File: src/design/tcw_pkg.sv
// Shared types and constants for the text console writer.
// Command encoding between front and back, back-end state codes, field widths.
// No dependencies.
package tcw_pkg;

  localparam int unsigned ModeW    = 2;
  localparam int unsigned CharW    = 8;
  localparam int unsigned ArgW     = 8;
  localparam int unsigned CellW    = 16;
  localparam int unsigned AttrW    = 8;
  localparam int unsigned CurColW  = 7;
  localparam int unsigned CurRowW  = 5;
  localparam int unsigned CfgIdxW  = 2;
  localparam int unsigned CfgDataW = 8;

  localparam logic [CharW-1:0] NewlineCode = 8'h0A;
  localparam logic [AttrW-1:0] AttrReset   = 8'd15;

  typedef enum logic [ModeW-1:0] {
    MODE_PRINT = 2'd0,
    MODE_READ  = 2'd1,
    MODE_CLEAR = 2'd2,
    MODE_SET   = 2'd3
  } mode_e;

  typedef enum logic [CfgIdxW-1:0] {
    CFG_ATTR   = 2'd0,
    CFG_OUT_ON = 2'd1
  } cfg_idx_e;

  typedef enum logic [2:0] {
    OP_NOP     = 3'd0,
    OP_PRINT   = 3'd1,
    OP_NEWLINE = 3'd2,
    OP_READ    = 3'd3,
    OP_CLEAR   = 3'd4,
    OP_SET     = 3'd5
  } op_e;

  // row/col are already clamped into the screen
  typedef struct packed {
    op_e              op;
    logic [CharW-1:0] chr;
    logic [ArgW-1:0]  row;
    logic [ArgW-1:0]  col;
  } cmd_t;

  typedef enum logic [2:0] {
    ST_INIT  = 3'd0,
    ST_RUN   = 3'd1,
    ST_READ  = 3'd2,
    ST_BLANK = 3'd3,
    ST_CLEAR = 3'd4
  } bstate_e;

endpackage

File: src/design/tcw_fifo.sv
// Two-entry command queue between front and back ends.
// Depends on tcw_pkg for the command word.
module tcw_fifo import tcw_pkg::*; (
  input  logic clk_i,
  input  logic rst_ni,
  input  logic push_i,
  input  cmd_t cmd_i,
  output logic full_o,
  input  logic pop_i,
  output logic empty_o,
  output cmd_t cmd_o
);

  cmd_t       entry_q [2];
  logic       wr_ptr_q, wr_ptr_d;
  logic       rd_ptr_q, rd_ptr_d;
  logic [1:0] cnt_q, cnt_d;

  assign full_o  = cnt_q == 2'd2;
  assign empty_o = cnt_q == 2'd0;
  assign cmd_o   = entry_q[rd_ptr_q];

  always_comb begin
    wr_ptr_d = wr_ptr_q ^ push_i;
    rd_ptr_d = rd_ptr_q ^ pop_i;
    cnt_d    = cnt_q + {1'b0, push_i} - {1'b0, pop_i};
  end

  always_ff @(posedge clk_i or negedge rst_ni) begin
    if (!rst_ni) begin
      wr_ptr_q <= 1'b0;
      rd_ptr_q <= 1'b0;
      cnt_q    <= 2'd0;
    end else begin
      wr_ptr_q <= wr_ptr_d;
      rd_ptr_q <= rd_ptr_d;
      cnt_q    <= cnt_d;
    end
  end

  always_ff @(posedge clk_i) begin
    if (push_i) entry_q[wr_ptr_q] <= cmd_i;
  end

endmodule

File: config.mk
export PLATFORM = sky130hd
export DESIGN_NAME = tcw_fifo
export DESIGN_NICKNAME = d
export VERILOG_FILES = /design/src/design/tcw_pkg.sv /design/src/design/tcw_fifo.sv
export SDC_FILE = /design/constraint.sdc
export NUM_CORES = 1
export LEC_CHECK = 0
export ABC_AREA = 0
export BUFFER_PORTS_ARGS = -buffer_cell sky130_fd_sc_hd__buf_2
export CAP_MARGIN = 10
export CORE_AREA = 10 10 82 84
export DETAILED_ROUTE_END_ITERATION = 16
export DIE_AREA = 0 0 92 94
export PLACE_DENSITY = 0.79
export SKIP_LAST_GASP = 1
export SYNTH_ARGS = -nofsm -noshare
export SYNTH_HDL_FRONTEND = slang
export SYNTH_SLANG_ARGS = --single-unit
File: constraint.sdc
create_clock -name clk_i -period 1.8 [get_ports clk_i]
set_clock_uncertainty 0.2 [all_clocks]
set_input_delay 0.36 -clock clk_i [delete_from_list [all_inputs] [get_ports clk_i]]
set_output_delay 0.36 -clock clk_i [all_outputs]
set_load 0.02 [all_outputs]
Yosys cells after proc, flatten, opt, wreduce, memory -nomap -nowiden
Memories as Yosys holds them, arrays and structs flattened.
Index checks and enable logic that the tools add are counted.
Operators by class
  multiplexer cells: 2
  reductions and logical operators: 1
  multipliers: 0
  divide/modulo/power cells: 0
  magnitude comparators: 0
  add/subtract/negate cells: 2
  eq/ne operators: 1
  shift-type cells: 0
  bitwise gates (word level): 2
Operators with widths (number)
  adder 2 x 1 -> 2 bit: 1
  equality test 2 bit (second input constant): 1
  logical NOT 2 bit: 1
  2-to-1 mux 1 bit: 2
  subtractor 2 x 1 -> 2 bit: 1
  XOR 1 bit: 2
Word-level totals
  ROM bits: 0
  memories: 1
  bits in latches: 0
  memory bits (writable): 54
  bits in registers: 4
  input bits: 31
Memories
  entry_q: words 2, bits a word 27, read ports 1, clocked after memory_dff 0, wr ports 1, RTL line tcw_fifo.sv:14  | cmd_t entry_q [2];

Depth between registers and ports, before layout
  depth after elaboration: 2
  mapped depth: 5
  gate-level depth less buffers: 5

Worst setup path before layout
OpenSTA, ideal clock, no wires.
  kind: register to register
  start point: reg wr_ptr_q
  end point: mem entry_q[0][0] in the netlist's numbering (enable)
  buffers on the path: 0
  setup time: 386 ps
  setup slack: 89 ps
  arrival: 1125 ps
  cell stages (with the launch flop): 3
  required time: 1214 ps
  cell sequence: dfrtp_1 inv_1 ha_1
RTL lines
  from (decl): RTL line tcw_fifo.sv:15  | logic wr_ptr_q, wr_ptr_d;
  from (signal assigned): RTL line tcw_fifo.sv:35  | wr_ptr_q <= wr_ptr_d;
  to (decl): RTL line tcw_fifo.sv:14
No word-level cell before the write port.

==> summary.md <==
| Metric | Value |
|---|---|
| Max Slew Vio Count | 0 |
| Startpoint types | flop |
| Most common cell after layout, fill and taps aside | edfxtp_1 |
| Nets | between 200 and 250 |
| Worst Tran Pin Value | around 0.27 ns |
| Worst-path clk slew | approximately 0.060 ns |
| Synth Net Count | about 140 |
| R2r startpoint | cnt_q[0] |
| Antenna Cells | 0 |
| Max FO, Critical Path | 6 |
| TritonCTS clock tree | built |
| RePlAce Congestion | roughly 0.63 |
| Die Area | 8650 µm² |
| CP endpoint kind | output port |
| # fillers | between 300 and 400 |
| Syn avg cell area | around 23 µm² |
| Vias in the first global route | 1353 |
| Worst Hold Launch | cmd_i[3] |
| Power Dens Cells | between 1500 and 2000 nW/µm² |
| Most frequent cells in the layout | 54 x edfxtp_1, 38 x buf_2, 24 x mux2_4 |
| Total congestion overflow | 0 |
| CTS max path bufs | 2 |
| CTS HTree Levels | 3 |
| Tot Pwr | a little over 5000 µW |
| First-pass GRT wire length | around 6700 µm |
| Synthesized cell area | around 2300 µm² |
| Layout cells sized above 1 | between 50 and 60% |
| Hold Crit Class | input pin to flop |
| Setup WS pre-CTS | between 0.1 and 0.15 ns |
| Design area | slightly above 3000 µm² |
| Synth top area share | between 70% and 80% |
| TritonCTS buffer count | 9 |
| Total Wirelength | roughly 4500 µm |
| Vias per cell | between 4 and 5 |
| Area Growth Syn to Fin | 35.2% |
| Setup TNS | -5.44 ns |
| Outcome | finished, violations left |
| VDD IR max | roughly 0.0008 V |
| DR WL/cell | roughly 18 µm |
| CP startpoint | rd_ptr_q |
| Total track usage | slightly above 10% |
| Initial DRC count | 54 |
| RSZ-0062 raised after global routing | yes |
| Core ar. | between 5000 and 6000 µm² |
| Final number of hold-violating endpoints | 0 |
| Critical Path AT | 1.46 ns |
| CP Class | flop to output port |
| Distinct cells, synth | 12 |
| LEAKAGE | approximately 0.0013 µW |
| Crit share post-route | 112% |
| DRT Pass-1 Iters | 3 |
| Yosys top cell by area | edfxtp_1 |
| Buffers on Ports | 59 |
| Antenna Nets Post-Route | 0 |
| DRC errors left | 0 |
| Tmin final | approximately 2.0 ns |
| Worst EP required | about 1.2 ns |
| Worst Slack Setup Final | -0.224 ns |
| Failing checks | setup timing |
| Largest cells by area after synthesis | edfxtp_1 72%, mux2_4 13%, dfrtp_1 4.4% |
| Yosys Warn Count | 0 |
| Row count | 26 |
| Starting Density | 44.5% |
| Achievable frequency | between 400 and 500 MHz |
| Register bit count reported by yosys | 58 |
| Initial antenna violation count | 0 |
| Hold WS | about 0.028 ns |
| Rel. slew slack | between 80% and 90% |
| Clock Sinks | slightly below 60 |
| Cell area after placement | approximately 2600 µm² |
| Area occupied by multi-input gates | 487 µm² |
| IO Pins | 60 |
| Synth Instances | 100 |
| Final setup viols | 27 |
| DR vias | about 1200 |
| Sequential element share of the synthesized area | between 70% and 80% |
| Die Y | between 90 and 100 µm |
| Die Wd | roughly 92 µm |
| Max Cap Violations | 0 |
| Largest net degree at the start of global routing | 26 |
| Register Area | roughly 1700 µm² |
| CTS root buf | clkbuf_8 |
| Worst skew pair latency | roughly 0.31 ns |
timing repair:
| action | in CTS | in global routing |
|---|---|---|
| setup buffers | 1 | 1 |
| gates resized for setup | 5 | 44 |
| endpoints found under the setup margin | 27 | 27 |
| gates cloned | 0 | 3 |
| hold endpoints to repair | 4 | 0 |
| hold buffers | 1 | 0 |
cell families after synthesis:
| group | share of synthesized area, % |
|---|---|
| AND/OR/NAND/NOR | 0.444 |
| XOR/XNOR | 1.44 |
| buffers and inverters | 2.94 |
| adder cells (fa/ha/maj) | 2.22 |
| multiplexers | 16.6 |
| flip-flops | 76.3 |
sequential cells by signal, summed over array words and instances, names as in the netlist:
signal    count
wr_ptr_q      1
cnt_q         2
rd_ptr_q      1
entry_q      54
final timing paths:
check	end	slack, ns	cells past startpoint
hold / removal	entry_q[1][3]	0.03	1
setup / recovery	cmd_o[14]	-0.22	3
max in group asynchronous	rd_ptr_q	1.10	2
hold reg to reg	wr_ptr_q	0.43	3
min in group asynchronous	cnt_q[0]	0.17	2
setup reg to reg	cnt_q[1]	0.35	5
report_power, final:
part	internal, µW	leakage (µW)	switching, µW
Sequential	1800	0.000552	124
Clock	615	0.0000886	439
Combinational	1150	0.000638	980
synthesized netlist by cell type:
cell type	number
edfxtp_1	54
mux2_4	19
mux2_2	8
dfrtp_1	4
ha_1	4
inv_1	4
buf_12	2
buf_6	1
nor2_1	1
nor2b_1	1
xor2_1	1
xor3_1	1
layer usage:
layer	vias to the layer above	wire length [µm]	GRT usage, %	share of wire [%]
li1	541	-	-	-
met1	582	1760	10.1	39
met2	46	2340	17.5	52
met3	5	347	4.88	7.7
met4	0	37	5.40	0.83
met5	-	0	0	0
area by class of cell:
type                    count  area share, %
clock buffers              10           4.19
flip-flops and latches     58           56.5
inverters                   4          0.492
multi-input cells          35           16.0
repair buffers             70           18.5
well taps                  70           2.87
clock inverters             5           1.52
stage by stage:
| stage | util, % | cells |
|---|---|---|
| final | 60.1 | 252 |
| after global routing | 60.1 | 252 |
| after CTS | 56.2 | 249 |
| after detailed placement | 52.1 | 232 |
| after global placement | 52.1 | 232 |
| after floorplan | - | 100 |
critical path, cell delays in order (launching register included):
cell	delay, ns
dfrtp_2	0.49
buf_6	0.19
mux2_4	0.31
buf_2	0.16
(Power assumes the default switching activity.)
