`src/design/tcw_pkg.sv`:
```
// Shared types and constants for the text console writer.
// Command encoding between front and back, back-end state codes, field widths.
// No dependencies.
package tcw_pkg;

  localparam int unsigned ModeW    = 2;
  localparam int unsigned CharW    = 8;
  localparam int unsigned ArgW     = 8;
  localparam int unsigned CellW    = 16;
  localparam int unsigned AttrW    = 8;
  localparam int unsigned CurColW  = 7;
  localparam int unsigned CurRowW  = 5;
  localparam int unsigned CfgIdxW  = 2;
  localparam int unsigned CfgDataW = 8;

  localparam logic [CharW-1:0] NewlineCode = 8'h0A;
  localparam logic [AttrW-1:0] AttrReset   = 8'd15;

  typedef enum logic [ModeW-1:0] {
    MODE_PRINT = 2'd0,
    MODE_READ  = 2'd1,
    MODE_CLEAR = 2'd2,
    MODE_SET   = 2'd3
  } mode_e;

  typedef enum logic [CfgIdxW-1:0] {
    CFG_ATTR   = 2'd0,
    CFG_OUT_ON = 2'd1
  } cfg_idx_e;

  typedef enum logic [2:0] {
    OP_NOP     = 3'd0,
    OP_PRINT   = 3'd1,
    OP_NEWLINE = 3'd2,
    OP_READ    = 3'd3,
    OP_CLEAR   = 3'd4,
    OP_SET     = 3'd5
  } op_e;

  // row/col are already clamped into the screen
  typedef struct packed {
    op_e              op;
    logic [CharW-1:0] chr;
    logic [ArgW-1:0]  row;
    logic [ArgW-1:0]  col;
  } cmd_t;

  typedef enum logic [2:0] {
    ST_INIT  = 3'd0,
    ST_RUN   = 3'd1,
    ST_READ  = 3'd2,
    ST_BLANK = 3'd3,
    ST_CLEAR = 3'd4
  } bstate_e;

endpackage

```
`src/design/tcw_front.sv`:
```
// Front end of the text console writer: input handshake, mode decode and
// argument clamping into a command word. Depends on tcw_pkg.
module tcw_front import tcw_pkg::*; #(
  parameter int unsigned COLUMNS = 80,
  parameter int unsigned ROWS    = 25
) (
  input  logic                    in_valid_i,
  output logic                    in_stall_o,
  input  logic [ModeW-1:0]        mode_i,
  input  logic [CharW-1:0]        char_code_i,
  input  logic signed [ArgW-1:0]  row_arg_i,
  input  logic signed [ArgW-1:0]  col_arg_i,
  input  logic                    output_on_i,
  input  logic                    q_full_i,
  input  logic                    init_busy_i,
  output logic                    push_o,
  output cmd_t                    cmd_o
);

  localparam logic [ArgW:0] ColLim = (ArgW+1)'(COLUMNS);
  localparam logic [ArgW:0] RowLim = (ArgW+1)'(ROWS);

  function automatic logic [ArgW-1:0] clamp_arg(logic signed [ArgW-1:0] a,
                                                logic [ArgW:0] lim);
    logic [ArgW:0] v;
    logic [ArgW:0] top;
    v   = {1'b0, a};
    top = lim - 1'b1;
    if (a[ArgW-1]) return '0;
    else if (v >= lim) return top[ArgW-1:0];
    else return v[ArgW-1:0];
  endfunction

  // no beats taken while the back end is wiping the screen after reset
  assign in_stall_o = q_full_i | init_busy_i;
  assign push_o     = in_valid_i & ~in_stall_o;

  always_comb begin
    cmd_o.chr = char_code_i;
    cmd_o.row = clamp_arg(row_arg_i, RowLim);
    cmd_o.col = clamp_arg(col_arg_i, ColLim);
    unique case (mode_e'(mode_i))
      MODE_PRINT: begin
        if (!output_on_i) cmd_o.op = OP_NOP;
        else if (char_code_i == NewlineCode) cmd_o.op = OP_NEWLINE;
        else cmd_o.op = OP_PRINT;
      end
      MODE_READ:  cmd_o.op = OP_READ;
      MODE_CLEAR: cmd_o.op = output_on_i ? OP_CLEAR : OP_NOP;
      MODE_SET:   cmd_o.op = OP_SET;
      default:    cmd_o.op = OP_NOP;
    endcase
  end

endmodule

```
`config.mk`:
```
export PLATFORM = sky130hd
export DESIGN_NAME = tcw_front
export DESIGN_NICKNAME = d
export VERILOG_FILES = /design/src/design/tcw_pkg.sv /design/src/design/tcw_front.sv
export SDC_FILE = /design/constraint.sdc
export NUM_CORES = 1
export LEC_CHECK = 0
export ABC_AREA = 1
export BUFFER_PORTS_ARGS = -buffer_cell sky130_fd_sc_hd__buf_2
export CELL_PAD_IN_SITES_DETAIL_PLACEMENT = 1
export CELL_PAD_IN_SITES_GLOBAL_PLACEMENT = 2
export CORE_MARGIN = 1.5
export CORE_UTILIZATION = 11
export DETAILED_ROUTE_END_ITERATION = 10
export GPL_TIMING_DRIVEN = 0
export PLACE_DENSITY_LB_ADDON = 0.1
export RECOVER_POWER = 50
export SLEW_MARGIN = 10
export SYNTH_ARGS = -nofsm -noshare
export SYNTH_HDL_FRONTEND = slang
export SYNTH_SLANG_ARGS = --single-unit
```
`constraint.sdc`:
```
create_clock -name vclk -period 0.8
set_clock_uncertainty 0.15 [all_clocks]
set_input_delay 0.04 -clock vclk [all_inputs]
set_output_delay 0.04 -clock vclk [all_outputs]
set_load 0.01 [all_outputs]
```
Yosys cells after proc, flatten, opt, wreduce, memory -nomap -nowiden
Index checks and enable logic that the tools add are counted.
{ "totals": {"ff_bits": 0, "word_cells": 18} }
{ "classes": {"n_lt_le_gt_ge": 2, "n_eq_ne": 4, "mux": 8, "n_bitwise": 3, "reduce_logical": 1} }
{ "ops": {"columns": ["cell", "count"], "rows": [
  ["$mux W7", 4],
  ["$pmux W3 S4", 1],
  ["$eq A8 B4 Y1 const B", 1],
  ["$ge A8 B5 Y1 const B", 1],
  ["$ge A8 B7 Y1 const B", 1],
  ["$eq A2 B2 Y1 const B", 2],
  ["$mux W2", 2],
  ["$mux W3", 1],
  ["$eq A2 B1 Y1 const B", 1],
  ["$logic_not A2 Y1", 1],
  ["$and A1 B1 Y1", 1],
  ["$not A1 Y1", 1],
  ["$or A1 B1 Y1", 1]
]} }

Depth between registers and ports, before layout
Gate-level depths: netlist of run 1.
{ "logic_depth": {"ltp_word": 4, "depth_mapped": 6, "mapped_depth_nobuf": 6} }

Worst setup path after synthesis of run 1
Ideal clock, no wire load.
{ "synth_timing": {"kind": "input to output", "startpoint": "input init_busy_i", "endpoint": "output push_o", "arrival_time_ns": 0.485, "setup_slack_ns": 0.125, "stages": 2, "path_cell_list": "or2_1 -> nor2_1"} }
{ "synth_between": {"elab_chain_cells": 3} }
{ "synth_rtl": {"columns": ["element", "line", "source"], "rows": [
  ["start: declaration", "tcw_front.sv:15", "input logic init_busy_i,"],
  ["$or A1 B1 Y1", "tcw_front.sv:35", "assign in_stall_o = q_full_i | init_busy_i;"],
  ["$not A1 Y1", "tcw_front.sv:36", "assign push_o = in_valid_i & ~in_stall_o;"],
  ["$and A1 B1 Y1", "tcw_front.sv:36", null],
  ["end: declaration", "tcw_front.sv:16", "output logic push_o,"]
]} }
Every way passes these cells.

==> results.tsv, run 1 <==
stage	metric	value	unit
cells_and_area	seq_cells	0	
placed_design	hpwl	1130	µm
worst_hold_path	hold_class	in -> out	
sta	fmax	1170	MHz
die	fp.dieH	59.3	µm
pwr	p_leak	0.000493	µW
critical_path	cp.depth	5	
critical_path	crit_chain	buf_6 > nor3_4 > nand2_2 > nor2_1 > buf_2	
critical_path	critical_path_buf_inv_count	2	
synth	yosys.area.top_type	buf_4	
routing	routedWlPerCell	7.29	µm
critical_path	end_kind	output port	
cells_and_area	diodes	0	
synth	yosysSeqAreaShare	0	
die	die_w	59.3	µm
placed_design	dpl_worst_slack	-0.0998	ns
critical_path	crit_start	row_arg_i[6]	
pwr	pwr-share-clk	0	
placed_design	portBuffers	55	
die	die-area	3520	µm²
sta	period_minus_slack	0.854	ns
pwr	pwr-share-comb	1.000	
global_routing	grt_usage	0.0691	
synth	synthTopCellsByArea	buf_4, inv_1, nand2_1	
pwr	power_density	474	nW/µm²
sta	setup_ws	-0.0541	ns
critical_path	cpPeakStageDelay	0.21	ns
worst_hold_path	min-delay-start	init_busy_i	
flow_run	cap_violations	0	
synth	synth_cells	72	
routing	drc_errors	0	
sta	slew_viol_final	0	
pwr	p_switching	180	µW
cells_and_area	nNetsFinal	162	
global_routing	grt_pass1_vias	513	
critical_path	setup.worst_path.start_class	input port	
routing	ant_nets	0	
cells_and_area	area_growth	132	%
sta	rsz0062_at_grt	yes	
pwr	pwr-share-seq	0	
cts	hold_buffers	0	
synth	synth.most_common_cell	inv_1	
synth	synth_cell_type_count	12	
cells_and_area	drive_gt1_frac	0.631	
sta	hold_violations	0	
die	core	3030	µm²
synth	yosysWarnings	0	
cts	cts_setup_buffers	0	
critical_path	worstPathArrival	0.66	ns
critical_path	required	0.61	ns
routing	avgViaCountPerCell	3.27	
critical_path	cp_max_fo	3	
critical_path	critPathKind	in -> out	
critical_path	cp_slowest_cell	nor3_4	
status	status	finished, violations left	
pwr	swShare	0.468	
global_routing	grt_pass1_wl	2040	µm
routing	drtPass1Iterations	3	
synth	synth_top_area_frac	0.258	
die	num_rows	20	
pwr	peakVddDrop	85.0	µV
global_routing	overflow	0	
placed_design	place_congestion	0.671	
synth	synth_area_per_cell	4.85	µm²
sta	setup_tns	-0.145	ns
die	ios	59	
global_routing	antenna_found_initial	0	
die	start_util	0.115	
cells_and_area	n_clock_buffer	0	
critical_path	cp_top_family	simple AND/OR/NAND/NOR gates	
status	violations	negative setup slack	
cells_and_area	regArea	0	µm²
routing	drtIter0Drc	14	
routing	drt_wl_total	1270	µm
sta	finalCritPeriodShare	1.07	
global_routing	grt_max_degree	7	
sta	setup_violations	5	
worst_hold_path	min_path_cells	3	
synth	syn_area	349	µm²
pwr	p_int	204	µW
synth	synth_common_cells	inv_1, buf_4, nand2_1	
routing	dr_total_vias	569	
[final timing paths]
kind	end	slack, ns
worst min-delay path	in_stall_o	0.21
worst max-delay path	cmd_o[8]	-0.05
[metrics by stage]
| stage | hold slack (ns) | cells | power, µW | utilization | instance area (µm²) |
|---|---|---|---|---|---|
| finish | 0.211 | 174 | 384 | 0.267 | 810 |
| global route | 0.240 | 174 | 424 | 0.267 | 810 |
| CTS | 0.201 | 174 | 361 | 0.249 | 754 |
| global placement | 0.216 | 174 | 321 | 0.228 | 691 |
| detailed placement | 0.216 | 174 | 324 | 0.228 | 691 |
| floorplan | -0.0259 | 75 | 162 | - | 360 |
[per-layer routing]
layer | GRT usage | part of all wire
met5 | 0 | 0
met1 | 0.0866 | 0.38
met4 | 0 | 0
met3 | 0.00218 | 0.099
met2 | 0.137 | 0.52
[what timing repair did]
item	in CTS	in global routing
setup endpoints to repair	12	9
resized for setup	19	18
pin swaps	14	16
[cell usage in the layout (no fill, tap or decap), types with 4 or more instances in the layout]
cell	netlist	final
a21oi_1	7	7
buf_2	0	35
buf_4	12	12
buf_6	0	11
clkbuf_1	0	8
conb_1	1	4
inv_1	23	14
inv_2	0	9
nand2_1	12	6
nand2_2	1	7
nor2_1	10	7
[logic make-up (layout without fill, tap and decap cells)]
| family | count (synthesis) | in the layout | synth area share |
|---|---|---|---|
| buf+inv | 36 | 91 | 0.516 |
| simple gates | 27 | 27 | 0.348 |
| compound gates | 8 | 8 | 0.125 |
| other cells | 1 | 4 | 0.0107 |
[power groups by stage]
stage	sequential [µW]	combinational, µW	clock, µW
floorplan	0	162	0
global route	0	424	0
detailed placement	0	324	0
global placement	0	321	0
finish	0	384	0
CTS	0	361	0
[area by class of cell]
class	count	area, µm²
tap	44	55.1
multi-input combinational	39	230
fill	404	2220
timing repair buffer	55	344
buffer	12	90.1
inverter	24	90.1
(Power assumes the default switching activity.)
==> run 2: changes to the inputs <==
--- a/config.mk
+++ b/config.mk
@@ -9,10 +9,12 @@
 export BUFFER_PORTS_ARGS = -buffer_cell sky130_fd_sc_hd__buf_2
 export CELL_PAD_IN_SITES_DETAIL_PLACEMENT = 1
 export CELL_PAD_IN_SITES_GLOBAL_PLACEMENT = 2
+export CORE_ASPECT_RATIO = 1.2
 export CORE_MARGIN = 1.5
 export CORE_UTILIZATION = 11
 export DETAILED_ROUTE_END_ITERATION = 10
 export GPL_TIMING_DRIVEN = 0
+export MAX_ROUTING_LAYER = met4
 export PLACE_DENSITY_LB_ADDON = 0.1
 export RECOVER_POWER = 50
 export SLEW_MARGIN = 10
==> run 2 against run 1 <==
The run still ends with negative setup slack left. Largest power group unchanged. Highest routed layer unchanged. Sequential cell count stayed put. Worst setup slack better by 0.026 ns. Largest cell class unchanged. Sequential share of layout area unchanged.
==> results.tsv, run 2 (same netlist as run 1, synthesis figures left out) <==
stage	metric	value	unit	change
status	status	finished, violations left		
status	violations	negative setup slack		
worst_hold_path	min_path_cells	3		unchanged
die	fp.dieH	64.7	µm	+9.1%
critical_path	required	0.61	ns	about the same
sta	fmax	1210	MHz	+3.1%
cells_and_area	drive_gt1_frac	0.667		+0.0359
routing	drtPass1Iterations	2		-1
placed_design	dpl_worst_slack	-0.122	ns	-0.0220 ns
sta	rsz0062_at_grt	yes		
sta	period_minus_slack	0.828	ns	-0.0259 ns
sta	hold_violations	0		unchanged
routing	met3_length	90	µm	-29%
cells_and_area	layoutNonFillerInstCount	168		-3.4%
routing	dr_total_vias	584		+2.6%
cells_and_area	seq_cells	0		unchanged
routing	drtIter0Drc	2		-12
cells_and_area	final_cell_mix	buf_2, inv_1, buf_6, buf_4, inv_2		
placed_design	placedInstanceArea	681	µm²	-1.4%
cells_and_area	n_clock_buffer	0		unchanged
cells_and_area	area_growth	139	%	
pwr	p_leak	0.000520	µW	+5.4%
routing	top_layer	met3		
critical_path	cp_slowest_cell	nor3_4		
critical_path	worstPathArrival	0.64	ns	-0.02 ns
routing	drc_errors	0		unchanged
die	ios	59		unchanged
placed_design	hpwl	1140	µm	+0.89%
die	die_w	54.4	µm	-8.3%
die	die-area	3520	µm²	about the same
sta	holdWs	0.199	ns	-0.0125 ns
worst_hold_path	min-delay-start	char_code_i[7]		
sta	setup_ws	-0.0283	ns	+0.0259 ns
global_routing	grt_max_degree	7		unchanged
cells_and_area	diodes	0		unchanged
critical_path	crit_start	row_arg_i[6]		
die	core	3060	µm²	+0.91%
placed_design	place_congestion	0.620		-7.5%
global_routing	overflow	0		unchanged
die	start_util	0.114		-0.00104
routing	dr_wl_met2	753	µm	+14%
sta	finalCritPeriodShare	1.04		-0.0323
cells_and_area	final_common_cell	buf_2		
routing	drt_wl_total	1280	µm	+1.2%
placed_design	portBuffers	55		unchanged
flow_run	cap_violations	0		unchanged
die	num_rows	22		+10%
critical_path	crit_chain	buf_6 > nor3_4 > buf_4 > a21oi_1 > buf_2		
sta	setup_violations	8		+3
worst_hold_path	holdPathEnd	cmd_o[23]		
pwr	power_density	486	nW/µm²	+2.5%
routing	ant_nets	0		unchanged
critical_path	cp_max_fo	2		-1
cells_and_area	fill_cells	417		+3.2%
critical_path	end_kind	output port		
cells_and_area	nNetsFinal	164		+1.2%
global_routing	grt_pass1_wl	1830	µm	-10%
critical_path	cpPeakStageDelay	0.19	ns	-0.02 ns
global_routing	antenna_found_initial	0		unchanged
critical_path	critPathKind	in -> out		
cells_and_area	stdcell_area	835	µm²	+3.1%
routing	routedWlPerCell	7.64	µm	+4.8%
pwr	peakVddDrop	148	µV	+74%
critical_path	setup.worst_path.start_class	input port		
sta	slew_viol_final	0		unchanged
worst_hold_path	hold_class	in -> out		
routing	avgViaCountPerCell	3.48		+6.3%
placed_design	place_inst	166		-4.6%
global_routing	grt_usage	0.0646		-0.00454
routing	wl_met1	439	µm	-8.5%
cells_and_area	regArea	0	µm²	unchanged
global_routing	grt_pass1_vias	497		-3.1%
==> run 2: cell count changes in the layout (fill, tap and decap cells not counted), sizes merged <==
| cell | change |
|---|---|
| buf | +5 |
| clkbuf | -3 |
==> run 2: per-layer routing <==
metal / vias up / GRT usage
li1: 306 / -
met1: 249 / 0.0584
met2: 29 / 0.145
met3: 0 / 0
met4: 0 / 0
met5: - / -
==> run 2: cell type report <==
| class | count | area [µm²] | area share |
|---|---|---|---|
| inverter | 24 | 90.1 | 0.108 |
| buffer | 12 | 90.1 | 0.108 |
| multi-input combinational | 39 | 230 | 0.276 |
| tap | 36 | 45.0 | 0.0540 |
| timing repair buffer | 57 | 379 | 0.454 |
==> run 2: report_power, final <==
part / switching, µW / internal, µW
Combinational: 182 / 223
Clock: 0 / 0
Sequential: 0 / 0
==> run 2: worst max-delay path: cells and delay by family <==
| kind | cells | cell delay (ns) |
|---|---|---|
| buf+inv | 3 | 0.36 |
| simple gates | 1 | 0.19 |
| compound gates | 1 | 0.05 |
==> run 2: timing repair <==
action                     in CTS  in global routing
setup endpoints to repair      13                 12
hold buffers                    0                  0
gates resized for setup        18                 23
pin swaps                      12                 12
setup buffers                   1                  1
==> run 2: worst max-delay path by stage <==
stage                      endpoint  slack, ns  cells after the start
after detailed placement   cmd_o[5]      -0.12                      5
after floorplan              push_o       0.12                      2
after global placement     cmd_o[5]      -0.12                      5
after global routing       cmd_o[9]      -0.07                      5
after CTS                 cmd_o[10]      -0.09                      5
final                     cmd_o[11]      -0.03                      5
==> run 2: through the flow <==
| stage | setup TNS, ns | utilization | total power, µW |
|---|---|---|---|
| 2_1_floorplan | 0 | - | 162 |
| 3_3_place_gp | -0.767 | 0.223 | 321 |
| 3_5_place_dp | -0.717 | 0.223 | 323 |
| 4_1_cts | -0.259 | 0.248 | 367 |
| 5_1_grt | -0.594 | 0.273 | 449 |
| 6_report | -0.130 | 0.273 | 405 |
